<file path="config.mk">
export PLATFORM = sky130hd
export DESIGN_NAME = mwc_front
export DESIGN_NICKNAME = d
export VERILOG_FILES = /design/src/sv/mwc_pkg.sv /design/src/sv/mwc_front.sv
export SDC_FILE = /design/constraint.sdc
export NUM_CORES = 1
export LEC_CHECK = 0
export BUFFER_PORTS_ARGS = -buffer_cell sky130_fd_sc_hd__buf_4
export CAP_MARGIN = 20
export CORE_ASPECT_RATIO = 0.6
export CORE_UTILIZATION = 40
export DETAILED_ROUTE_END_ITERATION = 6
export PLACE_DENSITY = 0.66
export SYNTH_ARGS = -nofsm -noshare
export SYNTH_HDL_FRONTEND = slang
export SYNTH_SLANG_ARGS = --single-unit
</file>
<file path="constraint.sdc">
create_clock -name clk -period 4.53 [get_ports clk]
set_input_delay 1.359 -clock clk [delete_from_list [all_inputs] [get_ports clk]]
set_output_delay 1.359 -clock clk [all_outputs]
set_load 0.01 [all_outputs]
</file>
<file path="src/sv/mwc_pkg.sv">
package mwc_pkg;

  // widths that the parameter range of the sample store settles
  localparam int CNT_W            = 5;    // holds a set size up to 31
  localparam int DEF_MAX_SAMPLES  = 11;
  localparam int JOBQ_DEPTH       = 2;

  // word fields
  localparam int SAMPLE_W = 24;
  localparam int TEMP_W   = 16;
  localparam int WCG_W    = 15;
  localparam int HELD_W   = 19;

  // register indexes on the config port
  localparam logic [2:0] CFG_DRIFT      = 3'd0;
  localparam logic [2:0] CFG_CAL_TEMP   = 3'd1;
  localparam logic [2:0] CFG_SPREAD_LIM = 3'd2;
  localparam logic [2:0] CFG_MIN_SAMP   = 3'd3;
  localparam logic [2:0] CFG_HALF_MODE  = 3'd4;

  // register reset values
  localparam logic [15:0]        RST_DRIFT      = 16'd1500;
  localparam logic signed [14:0] RST_CAL_TEMP   = 15'sd2000;
  localparam logic [15:0]        RST_SPREAD_LIM = 16'd350;
  localparam logic [3:0]         RST_MIN_SAMP   = 4'd5;

  // report status codes
  localparam logic [1:0] ST_FRESH    = 2'd0;
  localparam logic [1:0] ST_UNSTABLE = 2'd1;
  localparam logic [1:0] ST_FEW      = 2'd2;
  localparam logic [1:0] ST_NONE     = 2'd3;

  // temperature window, exclusive, hundredths of a degree
  localparam logic signed [TEMP_W-1:0] T_LOW  = -16'sd5500;
  localparam logic signed [TEMP_W-1:0] T_HIGH = 16'sd12500;

  // compensation is worked in 1e-5 g; grams come out of a reciprocal multiply
  localparam int UNIT_G  = 100000;
  localparam int Q_W     = 17;
  localparam int Q_BIAS  = 1 << (Q_W - 1);
  localparam int REM_W   = 34;
  localparam logic [REM_W+1:0] DIV_BASE =
    (REM_W+2)'(Q_BIAS) * (REM_W+2)'(UNIT_G) + (REM_W+2)'(UNIT_G / 2);
  localparam logic [HELD_W-1:0] W_MAX_G = 19'd320000;

  // UNIT_G is 3125 << 5; floor divide by 3125 as multiply and shift, exact below 2**29
  localparam int          UNIT_SH    = 5;
  localparam int          RECIP_SH   = 41;
  localparam logic [29:0] RECIP3125  = 30'd703687442;

  // divide by ten as multiply and shift, exact below 2**22
  localparam int          RECIP10_SH = 23;
  localparam logic [19:0] RECIP10    = 20'd838861;

  typedef struct packed {
    logic [CNT_W-1:0]         n;
    logic signed [TEMP_W-1:0] temp_x100;
    logic                     temp_present;
  } job_t;

  typedef struct packed {
    logic [15:0]        drift_mg;
    logic signed [14:0] cal_temp;
    logic [15:0]        spread_limit;
    logic [3:0]         min_samples;
    logic               half_mode;
  } cfg_t;

  typedef struct packed {
    logic walking;
  } bk_stat_t;

endpackage

</file>
<file path="src/sv/mwc_front.sv">
module mwc_front #(
  parameter int MAX_SAMPLES = mwc_pkg::DEF_MAX_SAMPLES
) (
  input  logic                           clk,
  input  logic                           rst_n,
  input  logic                           in_tvalid,
  output logic                           in_tready,
  input  logic [39:0]                    in_tdata,   // sample_g, temp_x100
  input  logic [1:0]                     in_tuser,   // sample_ok, temp_present
  input  logic                           in_tlast,
  input  mwc_pkg::bk_stat_t              stat,
  input  logic                           q_empty,
  output logic                           q_push,
  output mwc_pkg::job_t                  q_job,
  input  logic [$clog2(MAX_SAMPLES)-1:0] rd_addr,
  output logic [mwc_pkg::SAMPLE_W-1:0]   rd_data
);
  import mwc_pkg::*;

  localparam int IDX_W = $clog2(MAX_SAMPLES);

  logic [SAMPLE_W-1:0] store_r [MAX_SAMPLES];
  logic [SAMPLE_W-1:0] rd_data_r;
  logic [CNT_W-1:0]    cnt_r;
  logic                acc;
  logic                wr;

  // the store is shared with the back end, so a new set waits while a job is queued and until the walk is over
  assign in_tready = q_empty && !stat.walking;
  assign acc       = in_tvalid && in_tready;
  assign wr        = in_tuser[0] && (cnt_r < CNT_W'(MAX_SAMPLES));

  assign q_push             = acc && in_tlast;
  assign q_job.n            = wr ? cnt_r + 1'b1 : cnt_r;
  assign q_job.temp_x100    = in_tdata[39:24];
  assign q_job.temp_present = in_tuser[1];
  assign rd_data            = rd_data_r;

  always_ff @(posedge clk) begin
    if (acc && wr) begin
      store_r[cnt_r[IDX_W-1:0]] <= in_tdata[SAMPLE_W-1:0];
    end
    rd_data_r <= store_r[rd_addr];
  end

  always_ff @(posedge clk) begin
    if (!rst_n) begin
      cnt_r <= '0;
    end else if (acc) begin
      if (in_tlast) begin
        cnt_r <= '0;
      end else if (wr) begin
        cnt_r <= cnt_r + 1'b1;
      end
    end
  end

endmodule

</file>
==> summary.md <==
| Metric | Value |
|---|---|
| Status | finished clean |
| Slew HR | 0.586 |
| Crit Path Class | input pin to primary output |
| N_diodes | 0 |
| Initial Utilization | 0.409 |
| Worst-Skew Late Latency | 0.53 ns |
| Post-CTS Hold Buffers | 0 |
| Crit path cell chain | buf_4 > nor2b_1 > o21ai_1 > mux2_2 > buf_4 |
| Number of global-route vias before repair | 5657 |
| Post-Synth Simple-Gate Area | 0.0338 |
| Remaining DRCs | 0 |
| EDFF count, synth | 264 |
| Clk root buf | clkbuf_16 |
| Mapped Avg Cell Area | 17.0 um^2 |
| Die W | 219 um |
| DP Cell Count | 1065 |
| Cell Pwr Density | 413 mW/mm^2 |
| Period minus WS final | 3.68 ns |
| Layout cells sized above 1 | 0.227 |
| Clock Skews | 0.00716 ns |
| Die H | 132 um |
| Register area | 0.00851 mm^2 |
| Cells after Synth | 666 |
| Top FF cell, synth | edfxtp_1 |
| Clock buffer depth | 3 |
| Compound-cell area share of the yosys netlist | 0.0629 |
| Worst VDD drop | 258 uV |
| Hold WC Path Type | flip-flop to flip-flop |
| Routed vias/inst | 5.20 |
| CP endpoint kind | primary output |
| Multi-input gate area | 0.00244 mm^2 |
| CTS tree | done |
| Dpl hpwl | 12200 um |
| Fillers | 2377 |
| Worst slew pin tran | 0.621 ns |
| Crit path max fanout | 4 |
| # port buffers | 65 |
| Row cnt | 47 |
| Total gr overflow | 0 |
| Detailed Route WL | 22700 um |
| Startpoint Class | input pin |
| Post-synthesis cell type count | 35 |
| WHS Path Cells | 1 |
| H-tree depth | 1 |
| Post-Synthesis Net Count | 722 |
| Number of synthesized register bits | 293 |
| Async SR Flop Fraction | 0 |
| Crit path max-delay cell type | mux2_2 |
| Total track usage | 0.159 |
| WP buf/inv | 2 |
| Fin nets | 782 |
| Setup bufs post-CTS | 0 |
| CP Depth | 5 |
| 1st-iter DRT viols | 631 |
| Area growth, synth to finish | 13.8% |
| Resize count post-CTS | 0 |
| Core area | 0.0276 mm^2 |
| Critical Path RT | 3.17 ns |
| Max incr delay on CP | 0.38 ns |
| Synth Area in XOR/XNOR | 0.000776 |
| Wirelength per Cell | 20.4 um |
| Unrepaired setup endpoints after global routing | false |
| Drt pass-1 iters | 5 |
| Ports | 100 |
| Max Cap Viol | 0 |
| Synth warnings | 0 |
| CP top delay family | multiplexers |
| CP most frequent cell | buf_4 |
| Routability cong. | 0.755 |
| Antenna violations before repair | 0 |
| Sum Neg Setup Slack | 0 ns |
| Hold Fails Final Rpt | 0 |
| Sequential area share after synthesis | 0.754 |
| First-pass GRT wire length | 34600 um |
| Die area | 0.0289 mm^2 |
| Data arrival, critical path | 2.32 ns |
| R2R depth | 4 |
| Antenna Nets Post-Route | 0 |
| Clock slew at reported path FFs | 0.07 ns |
| Leakage | 4.44 nW |
| Final Power | 5.30 mW |
| Mux contribution to synthesized area | 0.114 |
| Largest family of logic cells by synthesized area | multiplexers |
| Peak Freq | 272 MHz |
| Setup Viol. Count Final | 0 |
| Max Transition Viols Final | 0 |
| Inserted Clock Buffers | 26 |
| Post-synthesis adder-cell area fraction | 0.00443 |
| Largest net degree at the start of global routing | 49 |
| Via Count | 5782 |
| Final cell count without fillers | 1111 |
| Period Utilization, post-route | 0.812 |
| Clock tree sinks | 293 |
| Synthesized area | 0.0113 mm^2 |
-- Yosys cell counts (4+ instances only) --
cell      number  area [um^2]
edfxtp_1     264         7930
mux2i_1       73          731
nand2_1       51          191
mux2_2        49          552
dfxtp_1       29          581
o21ai_0       28          140
o21ai_1       25          125
buf_4         20          150
a22oi_1       18          135
o221ai_1      18          158
clkbuf_1      16         60.1
and2_1         8         50.1
buf_2          8         40.0
buf_6          7         78.8
a221o_1        6         60.1
o22ai_1        6         37.5
ha_1           4         50.1
inv_1          4         15.0
nand3_1        4         20.0
nor2_1         4         15.0
-- cells by family after synthesis --
family | count (synthesis)
mux | 122
xor+xnor | 1
flops | 293
simple gates | 81
fa+ha+maj | 4
buf+inv | 56
compound gates | 109
-- layout by cell type, fill, tap and decap left out, types with 2 or more instances in the layout --
| cell type | count |
|---|---|
| o21ai_0 | 28 |
| nor2b_1 | 2 |
| clkinv_1 | 3 |
| o21ai_1 | 25 |
| nor2_1 | 3 |
| a21oi_1 | 3 |
| o221ai_1 | 18 |
| dfxtp_1 | 29 |
| and2_1 | 8 |
| clkbuf_16 | 27 |
| mux2_2 | 49 |
| mux2i_1 | 73 |
| clkbuf_1 | 9 |
| inv_1 | 4 |
| clkinv_2 | 4 |
| nand2_1 | 51 |
| a221o_1 | 6 |
| a22oi_1 | 18 |
| nand2b_1 | 2 |
| buf_4 | 82 |
| o22ai_1 | 6 |
| nor3b_1 | 2 |
| and4b_1 | 3 |
| clkbuf_8 | 3 |
| edfxtp_1 | 264 |
| nand3_1 | 4 |
| a21boi_0 | 2 |
| ha_1 | 4 |
-- metal layers --
layer,vias to the layer above,share of wire,track usage
met5,-,0,0
met2,154,0.44,0.241
met3,28,0.055,0.0309
met1,2913,0.48,0.239
li1,2687,-,-
met4,0,0.018,0.0332
-- through the flow --
step | setup slack [ns] | instance area, um^2 | util | hold slack [ns]
after CTS | 0.845 | 12800 | 0.465 | 0.532
after global routing | 0.806 | 12800 | 0.465 | 0.565
after floorplan | 1.14 | 11300 | - | 0.481
final | 0.851 | 12800 | 0.465 | 0.531
after global placement | 0.857 | 12100 | 0.437 | 0.512
after detailed placement | 0.849 | 12100 | 0.437 | 0.521
-- registers in the layout (all words and copies together) (netlist names) --
signal   cells
store_r    264
rd_data     24
cnt_r        5
-- area by class of cell --
type                       instances  share of cell area
sequential                       293               0.662
timing repair buffer              84              0.0503
clock buffer                      39              0.0584
inverter                           4             0.00117
clock inverter                     7             0.00243
multi-input combinational        317               0.190
tap                              367              0.0357
-- worst paths after layout --
path,startpoint,slack [ns],endpoint
worst min-delay path,cnt_r[4],0.53,cnt_r[4]
worst max-delay path,in_tuser[0],0.85,q_job[18]
worst max register to register,cnt_r[4],2.51,store_r[2][22]
worst min register to register,cnt_r[4],0.53,cnt_r[4]
-- power breakdown --
group / switching [mW] / internal [mW] / total, mW
Combinational: 0.156 / 0.114 / 0.270
Sequential: 0.00801 / 2.97 / 2.97
Clock: 0.921 / 1.14 / 2.06
Note: power is estimated with default switching activity, not from simulation.
