## config.mk

```make
export PLATFORM = sky130hd
export DESIGN_NAME = mwc_jobq
export DESIGN_NICKNAME = d
export VERILOG_FILES = /design/src/sv/mwc_pkg.sv /design/src/sv/mwc_jobq.sv
export SDC_FILE = /design/constraint.sdc
export NUM_CORES = 1
export LEC_CHECK = 0
export ABC_AREA = 1
export BUFFER_PORTS_ARGS = -buffer_cell sky130_fd_sc_hd__buf_2
export CAP_MARGIN = 15
export CORE_MARGIN = 2
export CORE_UTILIZATION = 51
export DETAILED_ROUTE_END_ITERATION = 6
export GPL_TIMING_DRIVEN = 0
export PLACE_DENSITY = 0.85
export SLEW_MARGIN = 20
export SYNTH_ARGS = -nofsm -noshare
export SYNTH_HDL_FRONTEND = slang
export SYNTH_SLANG_ARGS = --single-unit
```

## constraint.sdc

```tcl
create_clock -name clk -period 2.4 [get_ports clk]
set_input_delay 0.36 -clock clk [delete_from_list [all_inputs] [get_ports clk]]
set_output_delay 0.36 -clock clk [all_outputs]
set_load 0.05 [all_outputs]
```

## src/sv/mwc_pkg.sv

```systemverilog
package mwc_pkg;

  // widths that the parameter range of the sample store settles
  localparam int CNT_W            = 5;    // holds a set size up to 31
  localparam int DEF_MAX_SAMPLES  = 11;
  localparam int JOBQ_DEPTH       = 2;

  // word fields
  localparam int SAMPLE_W = 24;
  localparam int TEMP_W   = 16;
  localparam int WCG_W    = 15;
  localparam int HELD_W   = 19;

  // register indexes on the config port
  localparam logic [2:0] CFG_DRIFT      = 3'd0;
  localparam logic [2:0] CFG_CAL_TEMP   = 3'd1;
  localparam logic [2:0] CFG_SPREAD_LIM = 3'd2;
  localparam logic [2:0] CFG_MIN_SAMP   = 3'd3;
  localparam logic [2:0] CFG_HALF_MODE  = 3'd4;

  // register reset values
  localparam logic [15:0]        RST_DRIFT      = 16'd1500;
  localparam logic signed [14:0] RST_CAL_TEMP   = 15'sd2000;
  localparam logic [15:0]        RST_SPREAD_LIM = 16'd350;
  localparam logic [3:0]         RST_MIN_SAMP   = 4'd5;

  // report status codes
  localparam logic [1:0] ST_FRESH    = 2'd0;
  localparam logic [1:0] ST_UNSTABLE = 2'd1;
  localparam logic [1:0] ST_FEW      = 2'd2;
  localparam logic [1:0] ST_NONE     = 2'd3;

  // temperature window, exclusive, hundredths of a degree
  localparam logic signed [TEMP_W-1:0] T_LOW  = -16'sd5500;
  localparam logic signed [TEMP_W-1:0] T_HIGH = 16'sd12500;

  // compensation is worked in 1e-5 g; grams come out of a reciprocal multiply
  localparam int UNIT_G  = 100000;
  localparam int Q_W     = 17;
  localparam int Q_BIAS  = 1 << (Q_W - 1);
  localparam int REM_W   = 34;
  localparam logic [REM_W+1:0] DIV_BASE =
    (REM_W+2)'(Q_BIAS) * (REM_W+2)'(UNIT_G) + (REM_W+2)'(UNIT_G / 2);
  localparam logic [HELD_W-1:0] W_MAX_G = 19'd320000;

  // UNIT_G is 3125 << 5; floor divide by 3125 as multiply and shift, exact below 2**29
  localparam int          UNIT_SH    = 5;
  localparam int          RECIP_SH   = 41;
  localparam logic [29:0] RECIP3125  = 30'd703687442;

  // divide by ten as multiply and shift, exact below 2**22
  localparam int          RECIP10_SH = 23;
  localparam logic [19:0] RECIP10    = 20'd838861;

  typedef struct packed {
    logic [CNT_W-1:0]         n;
    logic signed [TEMP_W-1:0] temp_x100;
    logic                     temp_present;
  } job_t;

  typedef struct packed {
    logic [15:0]        drift_mg;
    logic signed [14:0] cal_temp;
    logic [15:0]        spread_limit;
    logic [3:0]         min_samples;
    logic               half_mode;
  } cfg_t;

  typedef struct packed {
    logic walking;
  } bk_stat_t;

endpackage

```

## src/sv/mwc_jobq.sv

```systemverilog
module mwc_jobq #(
  parameter int DEPTH = mwc_pkg::JOBQ_DEPTH
) (
  input  logic          clk,
  input  logic          rst_n,
  input  logic          push,
  input  mwc_pkg::job_t push_job,
  input  logic          pop,
  output mwc_pkg::job_t head,
  output logic          empty
);
  import mwc_pkg::*;

  localparam int PW = (DEPTH > 1) ? $clog2(DEPTH) : 1;
  localparam int CW = $clog2(DEPTH + 1);

  job_t          entry_r [DEPTH];
  logic [PW-1:0] wr_ptr_r;
  logic [PW-1:0] rd_ptr_r;
  logic [CW-1:0] count_r;

  assign empty = (count_r == '0);
  assign head  = entry_r[rd_ptr_r];

  always_ff @(posedge clk) begin
    if (push) begin
      entry_r[wr_ptr_r] <= push_job;
    end
  end

  always_ff @(posedge clk) begin
    if (!rst_n) begin
      wr_ptr_r <= '0;
      rd_ptr_r <= '0;
      count_r  <= '0;
    end else begin
      if (push) begin
        wr_ptr_r <= (wr_ptr_r == PW'(DEPTH - 1)) ? '0 : wr_ptr_r + 1'b1;
      end
      if (pop) begin
        rd_ptr_r <= (rd_ptr_r == PW'(DEPTH - 1)) ? '0 : rd_ptr_r + 1'b1;
      end
      case ({push, pop})
        2'b10:   count_r <= count_r + 1'b1;
        2'b01:   count_r <= count_r - 1'b1;
        default: count_r <= count_r;
      endcase
    end
  end

endmodule

```

==> run summary, run 1 <==
In the layout the commonest cells are sky130_fd_sc_hd__buf_2 (48), sky130_fd_sc_hd__edfxtp_1 (44), sky130_fd_sc_hd__mux2_2 (22). Dividing total power by cell area gives a power density of between 700 and 800 nW/um^2. The setup slack after layout came out at 522 ps. The number of buffers inserted to repair setup after CTS is 0. The post-cts sizing count is 0. The placeable core region is about 3400 um^2. The critical path goes through buf_6 -> mux2_2 -> buf_2. The endpoint identified for the worst register-to-register timing path is entry_r[1][15]$_DFFE_PP_. The final critical-path required period came out at between 1500 and 2000 ps. The required time reported for the critical path endpoint is 2040 ps. The mean routed wirelength per cell came out at approximately 15 um. The die width is 63.6 um.

The family with the most delay on the worst path is flip-flops. The synthesized netlist contains 11 unique library cells. At the worst endpoint, the arrival time is between 1500 and 2000 ps. Fill cells in the final layout number between 200 and 300.

The clock-pin slew of the registers on the worst-case setup and hold paths is roughly 130 ps. The synthesized cell area came out at 1810 um^2. The stage delay of the slowest cell on the critical path came out at around 430 ps. The leftover overflow at the end of global routing came out at 0.

The routed wire length is 2990 um. The reg2reg setup slack is just under 1000 ps. The library cell used as clock root buffer is sky130_fd_sc_hd__clkbuf_4. STA classifies the critical path startpoint as a flop. The number of standard-cell rows in the floorplan is 21. The most frequent standard cell in the layout excluding fill and tap cells is sky130_fd_sc_hd__buf_2. The share of the synthesized area in the top cell type came out at 0.730.

The number of buffers added on ports came out at 48. The worst min-delay path endpoint is entry_r[1][9]$_DFFE_PP_. The first-pass detailed-route iteration total is 4. The initial antenna violation count is 0. The register area is approximately 1400 um^2. The critical path in this run is classified as reg2out. The later pin in the worst-skew pair is clocked with a latency of about 340 ps. The number of pins exceeding their max-slew limit in the final report is 0. Across all hold checks on the routed design, the worst slack comes to around 200 ps. OpenSTA, run right after detailed placement, puts the worst setup slack at 838 ps. The finished cells cover around 2200 um^2. Once layout is complete, the utilization of the core stands at 0.654. The congestion estimate from routability-driven global placement came to around 0.62. The number of buffers between clock root and the deepest sink came out at 2. The flow ran to the end, and the final reports show no timing, DRC or antenna violations. In the synthesized netlist, the number of instances is slightly above 100. The critical path crosses 3 cells after its start point. The fraction of layout cells with a size suffix above 1 came out at 0.506. The endpoint type of the worst setup path is an output pin. The count of hold buffers inserted by post-cts repair came out at 0. Setup repair after global routing left no endpoint under its margin.

By area the synthesized netlist is led by sky130_fd_sc_hd__edfxtp_1 (73%), sky130_fd_sc_hd__mux2_2 (14%), sky130_fd_sc_hd__dfxtp_1 (5.5%). On the critical path, the stage with the largest delay is an instance of sky130_fd_sc_hd__dfxtp_1. Across all layers, the routed design uses 1,008 vias. In this run the most critical hold path is launched from push_job[9]. For the pin with the worst max-slew slack, the measured transition is approximately 840 ps. The portion of the clock cycle consumed by the worst path in the final layout is 0.782. The I/O pin count is between 40 and 50. The mean area per synthesized cell is between 15 and 20 um^2. The starting utilization of the core area came out at 0.538. The clock tree from TritonCTS is yes. The number of hold-slack violations in the final timing report came out at 0. The final layout contains about 180 nets. The highest achievable clock rate came out at between 500 and 600 MHz.

The number of design rule violations left after detail routing came out at 0. The total buffers and inverters traversed by the critical path came out at 2. Detailed placement finished with a half-perimeter wire length of between 2000 and 2500 um. The number of diodes is 0.

The y dimension of the die is ~64 um. The detail route stage leaves a number of antenna-violating nets equal to 0. On the final layout, the worst clock skew is ~9.0 ps. The maximum ir drop on the vdd rail came out at ~0.47 mV. The min-delay analysis places its worst path in the category in2reg. The count of maximum capacitance violations is 0. The via density per instance came out at 4.94. The count of state elements after synthesis is 49.

The first global-routing pass estimated 4470 um of wire. The sequential area share after synthesis is 0.785. The count of endpoints failing setup in the final report came out at 0.

The number of cells on the worst reg-to-reg path is 2. Relative to the synthesized area, the layout overhead comes to 21.6%. The number of nets in the synthesized netlist is between 100 and 150.

The via count of the first global-routing pass came to between 1,000 and 1,500. Summed over all instances, the cell type with the most area after synthesis is sky130_fd_sc_hd__edfxtp_1. The summed negative setup slack over all endpoints is 0 ps.

In this run the number of H-tree levels came out at 2. The depth of the worst hold-timing path came out at 1. The footprint of the multi-input gates came out at 350 um^2. The overall track demand over capacity in global routing is 0.152. The worst slew margin relative to its limit is 0.442.

The largest fanout on the critical path is 10. Summing all placed instances gives a cell area of around 2100 um^2. During synthesis, Yosys emitted a total of 0 warnings. In this run, the number of DRC markers left after iteration 0 of detailed routing was 20. The startpoint of the most critical register-to-register path is wr_ptr_r$_SDFFE_PN0P_.

The reported leakage power is between 0.0008 and 0.0009 uW. The clock sink total came out at between 40 and 50. Buffers inserted during clock tree synthesis total 5. The pin count of the biggest net entering global routing is 23. The floorplan step defined a die boundary enclosing roughly 4000 um^2.
[power breakdown]
part	total (uW)	internal (uW)	switching, uW
clock	444	217	227
combinational	292	87.7	204
sequential	997	981	16.4
total	1730	1290	448
[stage by stage]
| stage | total power, uW | cells |
|---|---|---|
| 6_report | 1730 | 204 |
| 5_1_grt | 1800 | 204 |
| 4_1_cts | 1750 | 204 |
| 3_5_place_dp | 1310 | 196 |
| 3_3_place_gp | 1290 | 195 |
| 2_1_floorplan | 1230 | 101 |
[Yosys cell counts]
library cell / instances
sky130_fd_sc_hd__dfxtp_1: 5
sky130_fd_sc_hd__nand4_1: 1
sky130_fd_sc_hd__o21ai_0: 1
sky130_fd_sc_hd__nand2_1: 8
sky130_fd_sc_hd__mux2_2: 22
sky130_fd_sc_hd__nor2_1: 11
sky130_fd_sc_hd__buf_6: 2
sky130_fd_sc_hd__ha_1: 1
sky130_fd_sc_hd__a21oi_1: 1
sky130_fd_sc_hd__edfxtp_1: 44
sky130_fd_sc_hd__inv_1: 5
[sequential cells by signal, indices dropped and copies added, names as in the netlist, named ones only]
register  count
entry_r      44
count_r       2
wr_ptr_r      1
rd_ptr_r      1
[logic make-up after synthesis]
family,synth area share
compound gates,0.00552
simple gates,0.0429
mux,0.137
fa+ha+maj,0.00691
buf+inv,0.0228
flops,0.785
[worst max-delay path by stage]
stage / start / end / slack, ps
6_report: flop / head[2] / 520
5_1_grt: flop / head[2] / 440
4_1_cts: flop / head[2] / 500
3_5_place_dp: push / entry_r[0][2]$_DFFE_PP_ / 840
3_3_place_gp: push / entry_r[0][0]$_DFFE_PP_ / 170
2_1_floorplan: push / entry_r[0][0]$_DFFE_PP_ / 650
[layout make-up]
type,count,share of cell area
multi-input combinational,45,0.159
clock buffer,6,0.0188
inverter,5,0.00853
tap,46,0.0262
timing repair buffer,49,0.116
sequential,49,0.646
clock inverter,2,0.0153
buffer,2,0.0102
[routing by layer]
metal / GRT usage / part of all wire / vias to the layer above
met1: 0.152 / 0.37 / 502
met3: 0.0482 / 0.029 / 4
met2: 0.288 / 0.59 / 19
li1: - / - / 483
met4: 0.0571 / 0.010 / 0
met5: 0 / 0 / -
No activity file was read; power rests on OpenSTA's default activity.
==> run 2, diff against run 1 <==
--- a/config.mk
+++ b/config.mk
@@ -9,10 +9,10 @@
 export BUFFER_PORTS_ARGS = -buffer_cell sky130_fd_sc_hd__buf_2
 export CAP_MARGIN = 15
 export CORE_MARGIN = 2
-export CORE_UTILIZATION = 51
+export CORE_UTILIZATION = 46
 export DETAILED_ROUTE_END_ITERATION = 6
 export GPL_TIMING_DRIVEN = 0
-export PLACE_DENSITY = 0.85
+export PLACE_DENSITY = 0.81
 export SLEW_MARGIN = 20
 export SYNTH_ARGS = -nofsm -noshare
 export SYNTH_HDL_FRONTEND = slang
==> constraint.sdc (replaced) <==
create_clock -name clk -period 1.7 [get_ports clk]
set_input_delay 0.255 -clock clk [delete_from_list [all_inputs] [get_ports clk]]
set_output_delay 0.255 -clock clk [all_outputs]
set_load 0.05 [all_outputs]
==> run 2 against run 1 <==
  * Register-to-register slack worse by 760 ps
  * Total power up 42%
  * Clock power up 46%
  * Flip-flop and latch count unchanged
  * Via count down 1.1%
  * Largest cell class unchanged
  * Largest power group unchanged
==> run summary, run 2 (synthesized netlist as in run 1, its figures left out) <==
The clock tree from TritonCTS is yes (unchanged). The required time reported for the critical path endpoint is 1440 ps (was 2040 ps). The endpoint type of the worst setup path is an output pin (unchanged). The total chip power came to 2460 uW (was 1730 uW). The area after detailed placement came to 2130 um^2 (about the same). The number of H-tree levels came out at 2 (unchanged). The number of pins exceeding their max-slew limit in the final report is 0 (unchanged). Leading cell types in the layout, fill and taps excluded: sky130_fd_sc_hd__buf_2 (48), sky130_fd_sc_hd__edfxtp_1 (44), sky130_fd_sc_hd__mux2_2 (22) (unchanged). The worst min-delay path endpoint is entry_r[0][6]$_DFFE_PP_ (was entry_r[1][9]$_DFFE_PP_). The placed instance count was 198 (was 196).

The reported leakage power is 0.000871 uW (was 0.000866 uW). For this run, the top clock speed supported by timing is just over 600 MHz. The clock-pin slew of the registers on the worst-case setup and hold paths is 90 ps (was 130 ps). The final design utilization is 0.596 (was 0.654). The filler-free cell count of the finished design is 206 (was 204).

The remaining number of nets flagged by the antenna check after routing came out at 0 (unchanged). The largest fanout on the critical path is 10 (unchanged). The via density per instance came out at 4.84 (was 4.94). The number of buffers between clock root and the deepest sink is 2 (unchanged).

The last weighted congestion value of the routability-driven placer was 0.641 (was 0.616). The worst hold-check path type was in2reg (unchanged). The first-pass detailed-route iteration total was 4 (unchanged). The total via count in the routed design came out at 997 (was 1,008).

The area overhead of the layout relative to synthesis is 22.4% (was 21.6%). The CTS buffer count was 5 (unchanged). The number of standard-cell rows in the floorplan came out at 22 (was 21). The beginning of the worst hold path is push_job[6] (was push_job[9]). The library cell used as clock root buffer is sky130_fd_sc_hd__clkbuf_8 (was sky130_fd_sc_hd__clkbuf_4). The number of diodes came out at 0 (unchanged). The y dimension of the die was 66.7 um (was 63.6 um). The die width is 66.7 um (was 63.6 um). The via count of the first global-routing pass came to 1,014 (was 1,028). The arrival time of the worst setup path is 1390 ps (was 1520 ps). Run status: complete, no violations (unchanged). The cell area after layout came out at 2220 um^2 (was 2200 um^2). The number of buffers added on ports is 48 (unchanged). The starting utilization of the core area came out at 0.487 (was 0.538). The clock sink total is 49 (unchanged).

The type of origin of the critical path is a flop (unchanged). Setup repair after global routing missed its margin: false (unchanged). The pin count of the biggest net entering global routing was 23 (unchanged). The clock skew came out at 5.74 ps (was 8.97 ps).

The kind of critical path is reg2out (unchanged). The top register by number of flip-flops is entry_r (unchanged). The portion of the clock cycle consumed by the worst path in the final layout is 0.966. The number of buffers inserted to repair setup after CTS is 0 (unchanged).

The startpoint of the most critical register-to-register path is wr_ptr_r$_SDFFE_PN0P_ (unchanged). The count of endpoints failing setup in the final report came out at 0 (unchanged). The overall track demand over capacity in global routing came out at 0.138 (was 0.152).

The power per unit of standard cell area is 1110 nW/um^2 (was 788 nW/um^2). The fraction of layout cells with a size suffix above 1 came to 0.519 (was 0.506). The end of the worst register-to-register path is entry_r[1][11]$_DFFE_PP_ (was entry_r[1][15]$_DFFE_PP_). The final HPWL from detailed placement is 2060 um (was 2190 um). The maximum ir drop on the vdd rail came out at 0.644 mV (was 0.469 mV).

The final critical-path required period is around 1600 ps. The I/O pin count is 49 (unchanged). The actual slew at the worst max-slew pin came out at 866 ps (was 836 ps). The mean routed wirelength per cell came to 14.0 um (was 14.7 um).

The flip-flop count of the largest register, all copies and words added came out at 44 (unchanged). The worst-skew pair later-pin latency is 300 ps (was 340 ps). The initial antenna violation count was 0 (unchanged).

The number of design-rule violations left by the first detailed-router iteration came out at 61 (was 20). The die footprint is 4450 um^2 (was 4040 um^2). The depth of the worst hold-timing path was 1 (unchanged).

The most frequent standard cell in the layout excluding fill and tap cells was sky130_fd_sc_hd__buf_2 (unchanged). The reg2reg setup slack is 210 ps (was 970 ps). The worst slew margin relative to its limit came to 0.422 (was 0.442). The count of maximum capacitance violations was 0 (unchanged). The wire length of the first global-routing pass is 4370 um (was 4470 um).

The leftover overflow at the end of global routing is 0 (unchanged). The routed wire length is 2890 um (was 2990 um). Top flop regs: entry_r x44, count_r x2 (unchanged). The post-layout net count is 184 (unchanged). The number of hold-slack violations in the final timing report came to 0 (unchanged). The number of design rule violations left after detail routing is 0 (unchanged). The number of cells on the worst reg-to-reg path came to 2 (unchanged). The placeable core region came to 3720 um^2 (was 3360 um^2).
## run 2: cell types whose count changed in the layout (fill, tap and decap cells not counted), sizes merged
cell,before,now
bufinv,1,0
clkbuf,6,5
clkinv,1,3
## run 2: power by group
group / leakage (uW) / internal (uW) / switching, uW / total (uW)
Clock: 0.0000455 / 285 / 362 / 647
Combinational: 0.000371 / 124 / 287 / 411
Sequential: 0.000455 / 1390 / 20.4 / 1410
## run 2: worst max-delay path, stage by stage (launching register included)
cell,delay [ps]
sky130_fd_sc_hd__dfxtp_2,370
sky130_fd_sc_hd__buf_6,160
sky130_fd_sc_hd__mux2_2,350
sky130_fd_sc_hd__buf_2,210
## run 2: timing repair
| action | 4_1_cts | 5_1_grt |
|---|---|---|
| endpoints found under the setup margin | 17 | 0 |
| hold endpoints to repair | 0 | 0 |
| resized for setup | 1 | 0 |
| hold buffers | 0 | 0 |
## run 2: layout make-up
cell class                 instances  area, um^2
sequential                        49        1420
buffer                             2        22.5
timing repair buffer              49         255
clock inverter                     3        17.5
tap                               48        60.1
fill                             297        1500
multi-input combinational         45         350
inverter                           5        18.8
clock buffer                       5        68.8
## run 2: worst max-delay path by stage
| stage | from | to | slack [ps] | cells after the start |
|---|---|---|---|---|
| after CTS | flop | head[18] | 40 | 3 |
| after global placement | push | entry_r[0][7]$_DFFE_PP_ | -510 | 3 |
| after floorplan | wr_ptr_r$_SDFFE_PN0P_ | entry_r[0][0]$_DFFE_PP_ | 30 | 1 |
| after global routing | flop | head[14] | 6 | 3 |
| after detailed placement | push | entry_r[0][7]$_DFFE_PP_ | 170 | 4 |
| final | flop | head[14] | 60 | 3 |
## run 2: routing by layer
layer,global-route usage,wire length (um),up-vias,part of all wire
li1,-,-,482,-
met1,0.144,1120,474,0.39
met2,0.255,1530,36,0.53
met3,0.0389,210,5,0.073
met4,0.0612,34,0,0.012
met5,0,0,-,0
## run 2: metrics by stage
step / hold slack [ps] / setup slack, ps / setup TNS, ps
after floorplan: 354 / 34.1 / 0
final: 140 / 57.0 / 0
after CTS: 137 / 44.6 / 0
after detailed placement: 449 / 171 / 0
after global routing: 135 / 6.09 / 0
after global placement: 444 / -512 / -11250
